===== config.mk =====
export PLATFORM = sky130hd
export DESIGN_NAME = ray_box_closest_hit
export DESIGN_NICKNAME = d
export VERILOG_FILES = /design/src/rbch_pkg.sv /design/src/rbch_front.sv /design/src/rbch_fifo.sv /design/src/rbch_div.sv /design/src/rbch_back.sv /design/src/ray_box_closest_hit.sv
export SDC_FILE = /design/constraint.sdc
export NUM_CORES = 2
export LEC_CHECK = 0
export BUFFER_PORTS_ARGS = -buffer_cell sky130_fd_sc_hd__buf_4
export CAP_MARGIN = 30
export CORE_ASPECT_RATIO = 1.75
export CORE_MARGIN = 4
export CORE_UTILIZATION = 35
export CTS_CLUSTER_DIAMETER = 80
export CTS_CLUSTER_SIZE = 24
export DETAILED_ROUTE_END_ITERATION = 6
export GPL_TIMING_DRIVEN = 0
export PLACE_DENSITY = 0.61
export SYNTH_ARGS = -nofsm -noshare
export SYNTH_HDL_FRONTEND = slang
export SYNTH_SLANG_ARGS = --single-unit

===== constraint.sdc =====
create_clock -name clock -period 15.5 [get_ports clock]
set_clock_uncertainty 0.05 [all_clocks]
set_input_delay 1.55 -clock clock [delete_from_list [all_inputs] [get_ports clock]]
set_output_delay 1.55 -clock clock [all_outputs]
set_load 0.03 [all_outputs]

===== src/rbch_pkg.sv =====
// Shared types, constants and codes for the ray versus box closest-hit block.
package rbch_pkg;

   localparam int MaxBoxes  = 1024;
   localparam int CountW    = $clog2(MaxBoxes);
   localparam int IdxW      = 10;
   localparam int CoordW    = 32;
   localparam int HalfW     = 31;
   localparam int DistW     = 31;
   localparam int NumW      = CoordW + 2;            // (bound - origin), signed
   localparam int FracW     = 16;                    // Q16.16 scale shift
   localparam int DvdW      = NumW - 1 + FracW;      // dividend magnitude
   localparam int QuoW      = DvdW + 1;              // signed quotient
   localparam int CsrIdxW   = 3;
   localparam int FifoDepth = 2;
   localparam int FifoPtrW  = $clog2(FifoDepth);

   typedef enum logic [CsrIdxW-1:0] {
      CSR_ORIGIN_X     = 3'd0,
      CSR_ORIGIN_Y     = 3'd1,
      CSR_ORIGIN_Z     = 3'd2,
      CSR_DIR_X        = 3'd3,
      CSR_DIR_Y        = 3'd4,
      CSR_DIR_Z        = 3'd5,
      CSR_MAX_DISTANCE = 3'd6
   } csr_index_type;

   typedef struct packed {
      logic signed [CoordW-1:0] center_x;
      logic signed [CoordW-1:0] center_y;
      logic signed [CoordW-1:0] center_z;
      logic [HalfW-1:0]         half_x;
      logic [HalfW-1:0]         half_y;
      logic [HalfW-1:0]         half_z;
      logic                     eligible;
      logic                     last_box;
   } req_payload_type;

   typedef struct packed {
      logic            hit;
      logic [IdxW-1:0] hit_index;
      logic [DistW-1:0] hit_distance;
   } rsp_payload_type;

   typedef struct packed {
      logic [2:0][CoordW-1:0] origin;
      logic [2:0][CoordW-1:0] dir;
      logic [DistW-1:0]       max_distance;
   } cfg_type;

   // One classified box waiting for the slab sequencer.
   typedef struct packed {
      logic [2:0][NumW-1:0] num_lo;
      logic [2:0][NumW-1:0] num_hi;
      logic [2:0]           in_slab;
      logic                 eligible;
      logic                 last_box;
   } job_type;

   typedef enum logic [2:0] {
      ST_IDLE,
      ST_AXIS,
      ST_DIV_LO,
      ST_DIV_HI,
      ST_CLIP,
      ST_CHECK,
      ST_FINISH
   } back_state_type;

endpackage


===== src/rbch_front.sv =====
// Input stage: take a box item, form slab bounds relative to the ray origin.
module rbch_front
   import rbch_pkg::*;
(
   input  logic            clock,
   input  logic            reset,
   input  cfg_type         cfg,
   input  logic            req_valid,
   output logic            req_stall,
   input  req_payload_type req_payload,
   output logic            push,
   output job_type         push_job,
   input  logic            fifo_full
);

   logic            stage_valid_ff, stage_valid_in;
   req_payload_type stage_ff;
   logic            accept;

   logic [2:0][CoordW-1:0] center;
   logic [2:0][HalfW-1:0]  half;

   assign req_stall = stage_valid_ff & fifo_full;
   assign accept    = req_valid & ~req_stall;
   assign push      = stage_valid_ff & ~fifo_full;

   always_comb begin
      stage_valid_in = stage_valid_ff;
      if (push) stage_valid_in = 1'b0;
      if (accept) stage_valid_in = 1'b1;
   end

   always_ff @(posedge clock) begin
      if (reset) begin
         stage_valid_ff <= 1'b0;
      end else begin
         stage_valid_ff <= stage_valid_in;
      end
   end

   always_ff @(posedge clock) begin
      if (accept) stage_ff <= req_payload;
   end

   assign center = {stage_ff.center_z, stage_ff.center_y, stage_ff.center_x};
   assign half   = {stage_ff.half_z, stage_ff.half_y, stage_ff.half_x};

   always_comb begin
      logic [CoordW:0]   lo, hi;
      logic [NumW-1:0]   nlo, nhi, org;
      push_job = '0;
      for (int a = 0; a < 3; a++) begin
         lo  = {center[a][CoordW-1], center[a]} - {2'b00, half[a]};
         hi  = {center[a][CoordW-1], center[a]} + {2'b00, half[a]};
         org = {{2{cfg.origin[a][CoordW-1]}}, cfg.origin[a]};
         nlo = {lo[CoordW], lo} - org;
         nhi = {hi[CoordW], hi} - org;
         push_job.num_lo[a]  = nlo;
         push_job.num_hi[a]  = nhi;
         // origin inside the slab: lo - o <= 0 and hi - o >= 0
         push_job.in_slab[a] = (nlo[NumW-1] | (nlo == '0)) & ~nhi[NumW-1];
      end
      push_job.eligible = stage_ff.eligible;
      push_job.last_box = stage_ff.last_box;
   end

endmodule


===== src/rbch_fifo.sv =====
// Short queue of classified box items between front and back.
module rbch_fifo
   import rbch_pkg::*;
(
   input  logic    clock,
   input  logic    reset,
   input  logic    push,
   input  job_type push_job,
   output logic    full,
   input  logic    pop,
   output logic    head_valid,
   output job_type head_job
);

   job_type             mem [FifoDepth];
   logic [FifoPtrW-1:0] wr_ptr_ff, wr_ptr_in, rd_ptr_ff, rd_ptr_in;
   logic [FifoPtrW:0]   fill_ff, fill_in;

   assign full       = (fill_ff == (FifoPtrW + 1)'(FifoDepth));
   assign head_valid = (fill_ff != '0);
   assign head_job   = mem[rd_ptr_ff];

   always_comb begin
      wr_ptr_in = push ? wr_ptr_ff + 1'b1 : wr_ptr_ff;
      rd_ptr_in = pop ? rd_ptr_ff + 1'b1 : rd_ptr_ff;
      fill_in   = fill_ff + (FifoPtrW + 1)'(push) - (FifoPtrW + 1)'(pop);
   end

   always_ff @(posedge clock) begin
      if (reset) begin
         wr_ptr_ff <= '0;
         rd_ptr_ff <= '0;
         fill_ff   <= '0;
      end else begin
         wr_ptr_ff <= wr_ptr_in;
         rd_ptr_ff <= rd_ptr_in;
         fill_ff   <= fill_in;
      end
   end

   always_ff @(posedge clock) begin
      if (push) mem[wr_ptr_ff] <= push_job;
   end

endmodule


===== src/rbch_div.sv =====
// Radix-2 restoring divider: ((num * 65536) / den), truncated toward zero.
module rbch_div
   import rbch_pkg::*;
(
   input  logic              clock,
   input  logic              reset,
   input  logic              start,
   input  logic [NumW-1:0]   num,
   input  logic [CoordW-1:0] den,
   output logic              done,
   output logic [QuoW-1:0]   quo
);

   localparam int CntW = $clog2(DvdW + 1);

   logic              busy_ff, busy_in, done_ff, done_in;
   logic [CntW-1:0]   cnt_ff, cnt_in;
   logic [DvdW-1:0]   q_ff, q_in;
   logic [CoordW-1:0] rem_ff, rem_in, dmag_ff, dmag_in;
   logic              neg_ff, neg_in;

   always_comb begin
      logic [NumW-1:0]   nmag;
      logic [CoordW:0]   trial;
      busy_in = busy_ff;
      done_in = 1'b0;
      cnt_in  = cnt_ff;
      q_in    = q_ff;
      rem_in  = rem_ff;
      dmag_in = dmag_ff;
      neg_in  = neg_ff;
      nmag    = num[NumW-1] ? -num : num;
      trial   = {rem_ff, q_ff[DvdW-1]};
      if (start) begin
         busy_in = 1'b1;
         cnt_in  = CntW'(DvdW);
         q_in    = {nmag[NumW-2:0], {FracW{1'b0}}};
         rem_in  = '0;
         dmag_in = den[CoordW-1] ? -den : den;
         neg_in  = num[NumW-1] ^ den[CoordW-1];
      end else if (busy_ff) begin
         if (trial >= {1'b0, dmag_ff}) begin
            rem_in = CoordW'(trial - {1'b0, dmag_ff});
            q_in   = {q_ff[DvdW-2:0], 1'b1};
         end else begin
            rem_in = trial[CoordW-1:0];
            q_in   = {q_ff[DvdW-2:0], 1'b0};
         end
         cnt_in = cnt_ff - 1'b1;
         if (cnt_ff == CntW'(1)) begin
            busy_in = 1'b0;
            done_in = 1'b1;
         end
      end
   end

   always_ff @(posedge clock) begin
      if (reset) begin
         busy_ff <= 1'b0;
         done_ff <= 1'b0;
      end else begin
         busy_ff <= busy_in;
         done_ff <= done_in;
      end
   end

   always_ff @(posedge clock) begin
      cnt_ff  <= cnt_in;
      q_ff    <= q_in;
      rem_ff  <= rem_in;
      dmag_ff <= dmag_in;
      neg_ff  <= neg_in;
   end

   assign done = done_ff;
   assign quo  = neg_ff ? -{1'b0, q_ff} : {1'b0, q_ff};

endmodule


===== src/rbch_back.sv =====
// Slab sequencer, closest-hit tracking and result register.
module rbch_back
   import rbch_pkg::*;
(
   input  logic              clock,
   input  logic              reset,
   input  cfg_type           cfg,
   input  logic              job_valid,
   input  job_type           job,
   output logic              pop,
   output logic              div_start,
   output logic [NumW-1:0]   div_num,
   output logic [CoordW-1:0] div_den,
   input  logic              div_done,
   input  logic [QuoW-1:0]   div_quo,
   output logic              rsp_valid,
   input  logic              rsp_stall,
   output rsp_payload_type   rsp_payload
);

   back_state_type state_ff, state_in;

   logic [1:0]              axis_ff, axis_in;
   logic signed [QuoW-1:0]  tmin_ff, tmin_in, tmax_ff, tmax_in;
   logic signed [QuoW-1:0]  t1_ff, t1_in, t2_ff, t2_in;
   logic                    hit_ff, hit_in;
   logic [DistW-1:0]        best_ff, best_in;
   logic [CountW-1:0]       idx_ff, idx_in, count_ff, count_in;
   logic                    found_ff, found_in, active_ff, active_in;
   logic                    rsp_valid_ff, rsp_valid_in;
   rsp_payload_type         rsp_ff, rsp_in;

   logic [CoordW-1:0] dir_cur;
   logic              dir_zero, last_axis, out_free, can_finish, slab_ok;

   assign dir_cur    = cfg.dir[axis_ff];
   assign dir_zero   = (dir_cur == '0);
   assign last_axis  = (axis_ff == 2'd2);
   assign out_free   = ~rsp_valid_ff | ~rsp_stall;
   assign can_finish = ~job.last_box | out_free;
   assign slab_ok    = (tmin_ff <= tmax_ff);

   always_comb begin
      state_in = state_ff;
      unique case (state_ff)
         ST_IDLE:   if (job_valid) state_in = job.eligible ? ST_AXIS : ST_FINISH;
         ST_AXIS: begin
            if (!dir_zero) state_in = ST_DIV_LO;
            else if (!job.in_slab[axis_ff] || last_axis) state_in = ST_FINISH;
         end
         ST_DIV_LO: if (div_done) state_in = ST_DIV_HI;
         ST_DIV_HI: if (div_done) state_in = ST_CLIP;
         ST_CLIP:   state_in = ST_CHECK;
         ST_CHECK:  state_in = (!slab_ok || last_axis) ? ST_FINISH : ST_AXIS;
         ST_FINISH: if (can_finish) state_in = ST_IDLE;
         default:   state_in = ST_IDLE;
      endcase
   end

   always_comb begin
      logic                   nfound;
      logic [DistW-1:0]       nbest;
      logic [CountW-1:0]      nidx;
      logic signed [QuoW-1:0] near_t, far_t;
      axis_in      = axis_ff;
      tmin_in      = tmin_ff;
      tmax_in      = tmax_ff;
      t1_in        = t1_ff;
      t2_in        = t2_ff;
      hit_in       = hit_ff;
      best_in      = best_ff;
      idx_in       = idx_ff;
      count_in     = count_ff;
      found_in     = found_ff;
      active_in    = active_ff;
      rsp_in       = rsp_ff;
      rsp_valid_in = rsp_valid_ff & rsp_stall;
      pop          = 1'b0;
      div_start    = 1'b0;
      div_num      = job.num_lo[axis_ff];
      div_den      = dir_cur;
      nfound       = found_ff | hit_ff;
      nbest        = hit_ff ? tmin_ff[DistW-1:0] : best_ff;
      nidx         = hit_ff ? count_ff : idx_ff;
      near_t       = (t1_ff > t2_ff) ? t2_ff : t1_ff;
      far_t        = (t1_ff > t2_ff) ? t1_ff : t2_ff;
      unique case (state_ff)
         ST_IDLE: begin
            if (job_valid) begin
               axis_in = '0;
               hit_in  = 1'b0;
               tmin_in = '0;
               tmax_in = QuoW'({1'b0, active_ff ? best_ff : cfg.max_distance});
               if (!active_ff) begin
                  best_in   = cfg.max_distance;
                  idx_in    = '0;
                  found_in  = 1'b0;
                  count_in  = '0;
                  active_in = 1'b1;
               end
            end
         end
         ST_AXIS: begin
            if (!dir_zero) begin
               div_start = 1'b1;
            end else if (job.in_slab[axis_ff]) begin
               if (last_axis) hit_in = 1'b1;
               else axis_in = axis_ff + 2'd1;
            end
         end
         ST_DIV_LO: begin
            if (div_done) begin
               t1_in     = div_quo;
               div_start = 1'b1;
               div_num   = job.num_hi[axis_ff];
            end
         end
         ST_DIV_HI: begin
            if (div_done) t2_in = div_quo;
         end
         ST_CLIP: begin
            if (near_t > tmin_ff) tmin_in = near_t;
            if (far_t < tmax_ff) tmax_in = far_t;
         end
         ST_CHECK: begin
            if (slab_ok) begin
               if (last_axis) hit_in = 1'b1;
               else axis_in = axis_ff + 2'd1;
            end
         end
         ST_FINISH: begin
            if (can_finish) begin
               pop      = 1'b1;
               found_in = nfound;
               best_in  = nbest;
               idx_in   = nidx;
               count_in = (count_ff == CountW'(MaxBoxes - 1)) ? '0 : count_ff + 1'b1;
               if (job.last_box) begin
                  rsp_valid_in         = 1'b1;
                  rsp_in.hit           = nfound;
                  rsp_in.hit_index     = IdxW'(nidx);
                  rsp_in.hit_distance  = nbest;
                  active_in            = 1'b0;
                  found_in             = 1'b0;
                  idx_in               = '0;
                  count_in             = '0;
                  best_in              = cfg.max_distance;
               end
            end
         end
         default: ;
      endcase
   end

   always_ff @(posedge clock) begin
      if (reset) begin
         state_ff     <= ST_IDLE;
         active_ff    <= 1'b0;
         found_ff     <= 1'b0;
         idx_ff       <= '0;
         count_ff     <= '0;
         hit_ff       <= 1'b0;
         axis_ff      <= '0;
         rsp_valid_ff <= 1'b0;
      end else begin
         state_ff     <= state_in;
         active_ff    <= active_in;
         found_ff     <= found_in;
         idx_ff       <= idx_in;
         count_ff     <= count_in;
         hit_ff       <= hit_in;
         axis_ff      <= axis_in;
         rsp_valid_ff <= rsp_valid_in;
      end
   end

   always_ff @(posedge clock) begin
      tmin_ff <= tmin_in;
      tmax_ff <= tmax_in;
      t1_ff   <= t1_in;
      t2_ff   <= t2_in;
      best_ff <= best_in;
      rsp_ff  <= rsp_in;
   end

   assign rsp_valid   = rsp_valid_ff;
   assign rsp_payload = rsp_ff;

endmodule


===== src/ray_box_closest_hit.sv =====
// Top level: ray versus axis-aligned box closest-hit search, Q16.16.
//
//   channel  | direction | handshake          | carries
//   ---------+-----------+--------------------+-----------------------------------
//   req_     | in        | req_valid/stall    | box centre, half extent, flags
//   rsp_     | out       | rsp_valid/stall    | hit, hit index, hit distance
//   csr_     | in        | csr_valid/ready    | register index and write data
//
// In the back end an item passes a pick-up step and a finish step, one axis step per
// parallel axis tested, and per non-parallel axis tested two quotients from the single
// shared bit-per-cycle divider plus the axis, clip and check steps. The divider sets
// the rate.
// Reset is synchronous and active high; it restores the register defaults.
// A two-item queue lets the front keep taking items while the back end works;
// a stalled result waits in the output register and only the last box waits on it.
module ray_box_closest_hit
   import rbch_pkg::*;
(
   input  logic                clock,
   input  logic                reset,
   input  logic                req_valid,
   output logic                req_stall,
   input  req_payload_type     req_payload,
   output logic                rsp_valid,
   input  logic                rsp_stall,
   output rsp_payload_type     rsp_payload,
   input  logic                csr_valid,
   output logic                csr_ready,
   input  logic [CsrIdxW-1:0]  csr_index,
   input  logic [CoordW-1:0]   csr_wdata
);

   cfg_type cfg_ff, cfg_in;

   logic              push, fifo_full, pop, head_valid;
   job_type           push_job, head_job;
   logic              div_start, div_done;
   logic [NumW-1:0]   div_num;
   logic [CoordW-1:0] div_den;
   logic [QuoW-1:0]   div_quo;

   // Always ready; write only while no item is in flight.
   assign csr_ready = 1'b1;

   always_comb begin
      cfg_in = cfg_ff;
      if (csr_valid) begin
         unique case (csr_index_type'(csr_index))
            CSR_ORIGIN_X:     cfg_in.origin[0]    = csr_wdata;
            CSR_ORIGIN_Y:     cfg_in.origin[1]    = csr_wdata;
            CSR_ORIGIN_Z:     cfg_in.origin[2]    = csr_wdata;
            CSR_DIR_X:        cfg_in.dir[0]       = csr_wdata;
            CSR_DIR_Y:        cfg_in.dir[1]       = csr_wdata;
            CSR_DIR_Z:        cfg_in.dir[2]       = csr_wdata;
            CSR_MAX_DISTANCE: cfg_in.max_distance = csr_wdata[DistW-1:0];
            default: ;   // drop writes to unused indexes
         endcase
      end
   end

   always_ff @(posedge clock) begin
      if (reset) begin
         cfg_ff.origin       <= '0;
         cfg_ff.dir          <= {CoordW'(32'h0001_0000), {CoordW{1'b0}}, {CoordW{1'b0}}};
         cfg_ff.max_distance <= DistW'(32'h0004_0000);
      end else begin
         cfg_ff <= cfg_in;
      end
   end

   // Front: register the box and form bounds relative to the origin.
   rbch_front u_front (
      .clock       (clock),
      .reset       (reset),
      .cfg         (cfg_ff),
      .req_valid   (req_valid),
      .req_stall   (req_stall),
      .req_payload (req_payload),
      .push        (push),
      .push_job    (push_job),
      .fifo_full   (fifo_full)
   );

   rbch_fifo u_fifo (
      .clock      (clock),
      .reset      (reset),
      .push       (push),
      .push_job   (push_job),
      .full       (fifo_full),
      .pop        (pop),
      .head_valid (head_valid),
      .head_job   (head_job)
   );

   // Shared divider for all slab distances.
   rbch_div u_div (
      .clock (clock),
      .reset (reset),
      .start (div_start),
      .num   (div_num),
      .den   (div_den),
      .done  (div_done),
      .quo   (div_quo)
   );

   // Back: slab test, closest-hit update, result on the last box.
   rbch_back u_back (
      .clock       (clock),
      .reset       (reset),
      .cfg         (cfg_ff),
      .job_valid   (head_valid),
      .job         (head_job),
      .pop         (pop),
      .div_start   (div_start),
      .div_num     (div_num),
      .div_den     (div_den),
      .div_done    (div_done),
      .div_quo     (div_quo),
      .rsp_valid   (rsp_valid),
      .rsp_stall   (rsp_stall),
      .rsp_payload (rsp_payload)
   );

endmodule


### After elaboration in Yosys (flattened, before gate mapping)

Memories as Yosys holds them, arrays and structs flattened. A register that Yosys moved wholly into a read port is not among the register bits.
Index checks and enable logic that the tools add are counted.

| storage, ports and cells | value |
|---|---|
| bits in registers | 843 |
| bits in writable memories | 418 |
| bits of input ports | 231 |
| memories | 1 |

Memory list:

| name | words | bits a word | rd ports | clocked after memory_dff | wr ports | RTL line | RTL |
|---|---|---|---|---|---|---|---|
| u_fifo.mem | 2 | 209 | 1 | 1 | 1 | rbch_fifo.sv:15 | `job_type mem [FifoDepth];` |

| operators by class | value |
|---|---|
| add/sub/neg operators | 23 |
| order comparisons | 6 |
| eq/ne operators | 28 |
| muxes and demuxes | 89 |
| bitwise logic cells | 23 |
| reduce and logical (&&, ||, !) cells | 34 |

Operator list:

| cell | number |
|---|---|
| 50-bit two-way mux | 7 |
| 33-bit by 32-bit subtractor with 34-bit output | 6 |
| 50-bit one-hot mux with 2 select lines | 2 |
| 31-bit two-way mux | 6 |
| 34-bit binary-select mux with 2-bit select | 2 |
| 34-bit two-way mux | 4 |
| 34-bit zero test | 3 |
| 50-bit > comparator | 2 |
| 32-bit by 32-bit adder with 33-bit output | 3 |
| 32-bit by 32-bit subtractor with 33-bit output | 3 |
| 49-bit two-way mux | 2 |
| 10-bit two-way mux | 8 |
| 32-bit binary-select mux with 2-bit select | 1 |
| 32-bit two-way mux | 2 |
| 31-bit one-hot mux with 2 select lines | 1 |
| 50-bit <= comparator | 1 |
| 50-bit < comparator | 1 |
| 49-bit negator with 50-bit output | 1 |
| 10-bit one-hot mux with 2 select lines | 2 |
| 33-bit by 32-bit >= comparator with 1-bit output | 1 |
| 33-bit two-way mux | 1 |
| 33-bit negator | 1 |
| 32-bit zero test | 1 |
| 32-bit negator | 1 |
| other kinds (39) | 141 |

### Longest topological paths before layout

| depth | value |
|---|---|
| depth after elaboration | 7 |
| depth in mapped cells | 28 |
| gate-level depth less buffers | 25 |

### By module

From an unflattened synthesis, not the netlist that was laid out.

| unflattened totals | value |
|---|---|
| cell total of the unflattened synthesis | 6612 |
| area, all modules | 75289.7 µm² |

Modules (own cells, without submodules):

| module | times used | cells each | area each (µm²) | seq. area each (µm²) |
|---|---|---|---|---|
| rbch_front | 1 | 2350 | 21815.9 | 5755.5 |
| rbch_back | 1 | 1822 | 20274.4 | 8778.4 |
| rbch_fifo | 1 | 671 | 15688.8 | 12652.1 |
| rbch_div | 1 | 998 | 8832.2 | 3103.0 |
| ray_box_closest_hit | 1 | 771 | 8678.3 | 4464.3 |

### Least setup slack after synthesis

Ideal clock, no wire load.

| path | value |
|---|---|
| path type | input-to-reg |
| start | input port req_valid |
| end | register u_front.stage_ff, in the netlist u_front.center[0], enable pin |
| arrival time | 9.789 ns |
| data required time | 14.687 ns |
| setup slack | 4.897 ns |
| stages on the path | 1 |
| buffers on the path | 0 |
| cell sequence | nor2b_1 |

| between the ends | value |
|---|---|
| word-level cells in the longest chain between the ends | 1 |

RTL lines:

| item | RTL line | RTL |
|---|---|---|
| from (decl) | ray_box_closest_hit.sv:21 | `input logic req_valid,` |
| 1-bit AND | rbch_front.sv:24 | `assign accept = req_valid & ~req_stall;` |
| to (signal assigned) | rbch_front.sv:42 | `if (accept) stage_ff <= req_payload;` |
| to (decl) | rbch_front.sv:17 | `req_payload_type stage_ff;` |

Every way passes these cells.
A chain may end at the register's enable or synchronous reset.

### Worst setup path in the final report

| path | value |
|---|---|
| start | register u_back.t1_ff[49] |
| end | register u_back.tmin_ff[34], enable pin |

| between the ends | value |
|---|---|
| word-level cells in the longest chain between the ends | 5 |

RTL lines:

| item | RTL line | RTL |
|---|---|---|
| from (decl) | rbch_back.sv:25 | `logic signed [QuoW-1:0] t1_ff, t1_in, t2_ff, t2_in;` |
| from (signal assigned) | rbch_back.sv:180 | `t1_ff <= t1_in;` |
| 50-bit > comparator | rbch_back.sv:85 | `near_t = (t1_ff > t2_ff) ? t2_ff : t1_ff;` |
| 50-bit two-way mux (*) | rbch_back.sv:85 |  |
| 50-bit > comparator (*) | rbch_back.sv:122 | `if (near_t > tmin_ff) tmin_in = near_t;` |
| 2-bit by 1-bit != test with 1-bit output (no source line) (*) | n/a |  |
| 3-bit AND reduction (no source line) (*) | n/a |  |
| to (signal assigned) | rbch_back.sv:178 | `tmin_ff <= tmin_in;` |
| to (decl) | rbch_back.sv:24 | `logic signed [QuoW-1:0] tmin_ff, tmin_in, tmax_ff, tmax_in;` |

Every way passes the cells marked *; elsewhere a longest branch is shown, timed or not.

==> flow_summary.toml <==
[power_and_ir_drop]
switching_share_pct = 35.98
p_leak_nw = 30.81
p_seq_share_pct = 45.3
p_per_area_nw_per_um2 = 121.9
combPwrFrac_pct = 35.1
p_int_mw = 6.239
p_clk_share_pct = 19.6
peakVddDrop_mv = 0.1074
p_switching_mw = 3.507

[synthesis]
ys_ff_latch = 1262
postSynthAreaPerCell_um2 = 10.80
synth_ff_type = "edfxtp_1"
synth_cells = 6625
syn_nets = 7496
yosysWarningCount = 0
ys_types = 95
synth-edff-count = 948
synth_area_um2 = 71540
synthArstFlopShare_pct = 0
yosysSeqAreaShare_pct = 48.58

[job]
maxCapViolCount = 0

[timing]
slew_headroom_pct = 28.43
fin_crit_ns = 7.806
drv_slew = 0
worst_pin_slew_ns = 1.059
setup_viol = 0
finalSetupTns_ns = 0
period_share_pct = 50.36
fmax_mhz = 128.1
rsz0062_at_grt = "no"
hold_viol_final = 0
timing.hold.ws_ns = 0.4085
worst_slack_ns = 7.694

[placed_design]
portBuffers = 273
dp_hpwl_mm = 195.6
pre_cts_ws_ns = 7.756
place.gp.congestion = 0.9627

[floorplanning]
rows = 219
die_x_um = 349.8
die_y_um = 606.1
coreArea_um2 = 203300
io_pins = 276
die_area_um2 = 212000
initial_utilization_pct = 35.19

[min_path]
min-delay-start = "u_back.found_ff"
hold_class = "flop to flop"

[route]
drc = 0
firstDrtPassIters = 6
ant_nets = 0
via_per_inst = 5.232
routedWlPerCell_um = 24.37
drt-initial-drc-count = 3285
vias = 50970
routed_wl_mm = 237.4

[worst_setup_path]
critical_path_class = "flop to flop"
critPathArrivalTime_ns = 8.16
start_kind = "flop"
cp_max_fo = 24
worstSetupEndpointType = "flop"
worst_ep_required_time_ns = 15.85
crit_path_start = "u_back.t1_ff[49]"
reg2reg_from = "u_back.t1_ff[49]"

[layout]
multi_input_area_um2 = 33140
seqCellArea_um2 = 34750
n_fill_cell = 19940
post-route-util_pct = 39.34
final_layout_size_suffix_gt1_share_pct = 9.850
area_delta_synth_final_pct = 11.80
final_nets = 7905

[clock_network]
hold_buffers = 0
path_clk_slew_ns = 0.11
cts_setup_buffers = 0
clockBufferDepth = 3
htree_levels = 2
cts_buffers = 60
clk_latency_ns = 0.76
cts.sinks = 1262
cts_tree = "built"
cts-root-buf = "clkbuf_16"
cts_resized = 0

[global_route]
antenna_found_initial = 10
grt_pass1_vias = 53550
grt_overflow_total = 0
grt_max_degree = 65
grt_pass1_wl_mm = 341.8
track_usage_pct = 22.02

[status]
status = "completed"
-- worst max-delay path, stage by stage (launching register included) --
cell and delay [ns]:
edfxtp_1 0.43, ha_1 0.34, and4_1 0.25, or3b_2 0.46, nor2_1 0.28, and4b_1 0.26, nand2b_1 0.14, o32ai_1 0.09
nor2_1 0.19, and2_1 0.15, clkbuf_1 0.25, clkbuf_1 0.56, clkbuf_1 0.78, o21ai_0 0.27, ha_1 0.35, nor2b_1 0.14
o21a_1 0.16, o21a_1 0.16, o21ai_0 0.16, nand2b_1 0.08, a21oi_1 0.18, o21ai_0 0.11, a31oi_1 0.20, o31a_1 0.24
o21ai_0 0.13, mux2i_1 0.19, o21ai_4 0.52, buf_12 0.27
-- flip-flops by register name, summed over array words and instances, names as in the netlist, 10 cells and up, named ones only --
signal	flops
u_fifo.mem	418
cfg_ff	223
u_front.center	96
u_front.half	93
u_back.t1_ff	50
u_back.t2_ff	50
u_back.tmax_ff	50
u_back.tmin_ff	50
u_div.q_ff	49
u_back.rsp_payload	42
u_div.dmag_ff	32
u_div.rem_ff	32
u_back.best_ff	31
u_back.count_ff	10
u_back.idx_ff	10
-- power by group through the flow --
stage          Sequential [mW]  Clock, mW  Combinational (mW)
3_5_place_dp              4.49          0                3.40
4_1_cts                   4.41       1.97                3.41
5_1_grt                   4.45       2.08                3.71
6_report                  4.41       1.91                3.42
2_1_floorplan             4.44          0                2.21
3_3_place_gp              4.54          0                3.26
-- routing by layer --
metal | GRT usage (%) | share of wire [%] | up-vias
met5 | 0 | 0.013 | -
met4 | 17.87 | 9.9 | 6
met3 | 2.261 | 3.7 | 586
met2 | 42.90 | 54 | 1385
met1 | 20.45 | 32 | 24940
li1 | - | - | 24060
-- logic make-up (layout without fill, tap and decap cells) --
family	after synthesis	in the layout	synth area share, %
buffers and inverters	990	1451	5.249
DFF	1262	1262	48.58
and+or+nand+nor	1687	1687	10.88
muxes	318	318	6.473
other	1	5	0.005242
xor gates and xnor gates	314	314	3.855
AOI/OAI and AO/OA	1413	1413	11.80
adders and majority gates	640	640	13.16
-- synth_stat cells, drive strengths merged (37+ instances only) --
| library cell | count | area [µm²] |
|---|---|---|
| and2 | 84 | 528.0 |
| mux2i | 115 | 1151 |
| nand3 | 86 | 430.4 |
| o21ai | 333 | 1667 |
| edfxtp | 948 | 28470 |
| ha | 453 | 5668 |
| mux4 | 106 | 2387 |
| mux2 | 97 | 1092 |
| a21o | 143 | 1075 |
| o31ai | 37 | 277.8 |
| fa | 187 | 3744 |
| nor2b | 55 | 344.1 |
| o21a | 37 | 277.8 |
| buf | 51 | 230.2 |
| nand2b | 60 | 375.4 |
| nand4 | 69 | 431.7 |
| xor2 | 97 | 857.1 |
| nor3 | 77 | 385.4 |
| dfxtp | 314 | 6286 |
| a21oi | 579 | 2902 |
| inv | 755 | 2834 |
| clkbuf | 183 | 686.9 |
| nor2 | 308 | 1156 |
| nand2 | 780 | 2928 |
| xnor2 | 217 | 1901 |
-- stage by stage --
stage / power (mW) / cells / instance area, µm²
global placement: 7.796 / 9550 / 76910
floorplan: 6.650 / 6625 / 71540
detailed placement: 7.884 / 9621 / 78100
finish: 9.746 / 9742 / 79980
global route: 10.24 / 9739 / 79970
CTS: 9.791 / 9735 / 79930
-- placed cells by master, fill, tap and decap left out, types with 25 or more instances in the layout --
| cell | Yosys | layout |
|---|---|---|
| clkbuf_16 | 0 | 62 |
| o21ai_0 | 316 | 313 |
| nand2b_1 | 60 | 60 |
| xor2_1 | 96 | 96 |
| mux2i_1 | 115 | 115 |
| edfxtp_1 | 948 | 948 |
| mux2_2 | 97 | 97 |
| nand4_1 | 69 | 69 |
| nor2_1 | 308 | 305 |
| ha_1 | 453 | 453 |
| or3_1 | 33 | 33 |
| nor2b_1 | 55 | 54 |
| nor3_1 | 77 | 76 |
| a31oi_1 | 32 | 32 |
| clkbuf_1 | 183 | 226 |
| buf_2 | 22 | 36 |
| o21a_1 | 37 | 37 |
| o31ai_1 | 37 | 36 |
| a211oi_1 | 36 | 36 |
| nand3_1 | 86 | 86 |
| and2_1 | 83 | 83 |
| buf_4 | 1 | 284 |
| a21o_1 | 142 | 142 |
| o21bai_1 | 25 | 25 |
| nand2_1 | 780 | 780 |
| fa_1 | 187 | 187 |
| xnor2_1 | 217 | 217 |
| mux4_2 | 106 | 106 |
| inv_1 | 752 | 752 |
| a21oi_1 | 578 | 576 |
| dfxtp_1 | 314 | 314 |
| buf_1 | 27 | 26 |
| and3_1 | 27 | 26 |
| o22ai_1 | 36 | 36 |
-- path summary, 6_finish.rpt --
path,endpoint,cells past startpoint,slack (ns)
setup / recovery,u_back.tmin_ff[34],27,7.69
hold / removal,u_back.found_ff,2,0.41
setup reg to reg,u_back.tmin_ff[34],27,7.69
hold reg to reg,u_back.found_ff,2,0.41
-- cell type report --
| class | instances | share of cell area (%) |
|---|---|---|
| repair buffers | 347 | 3.960 |
| well taps | 2652 | 4.149 |
| clock buffers | 108 | 2.168 |
| multi-input cells | 4373 | 41.44 |
| flip-flops and latches | 1262 | 43.45 |
| clock inverters | 6 | 0.1189 |
| inverters | 756 | 3.548 |
| diodes | 4 | 0.01252 |
| plain buffers | 234 | 1.151 |
(Power assumes the default switching activity.)
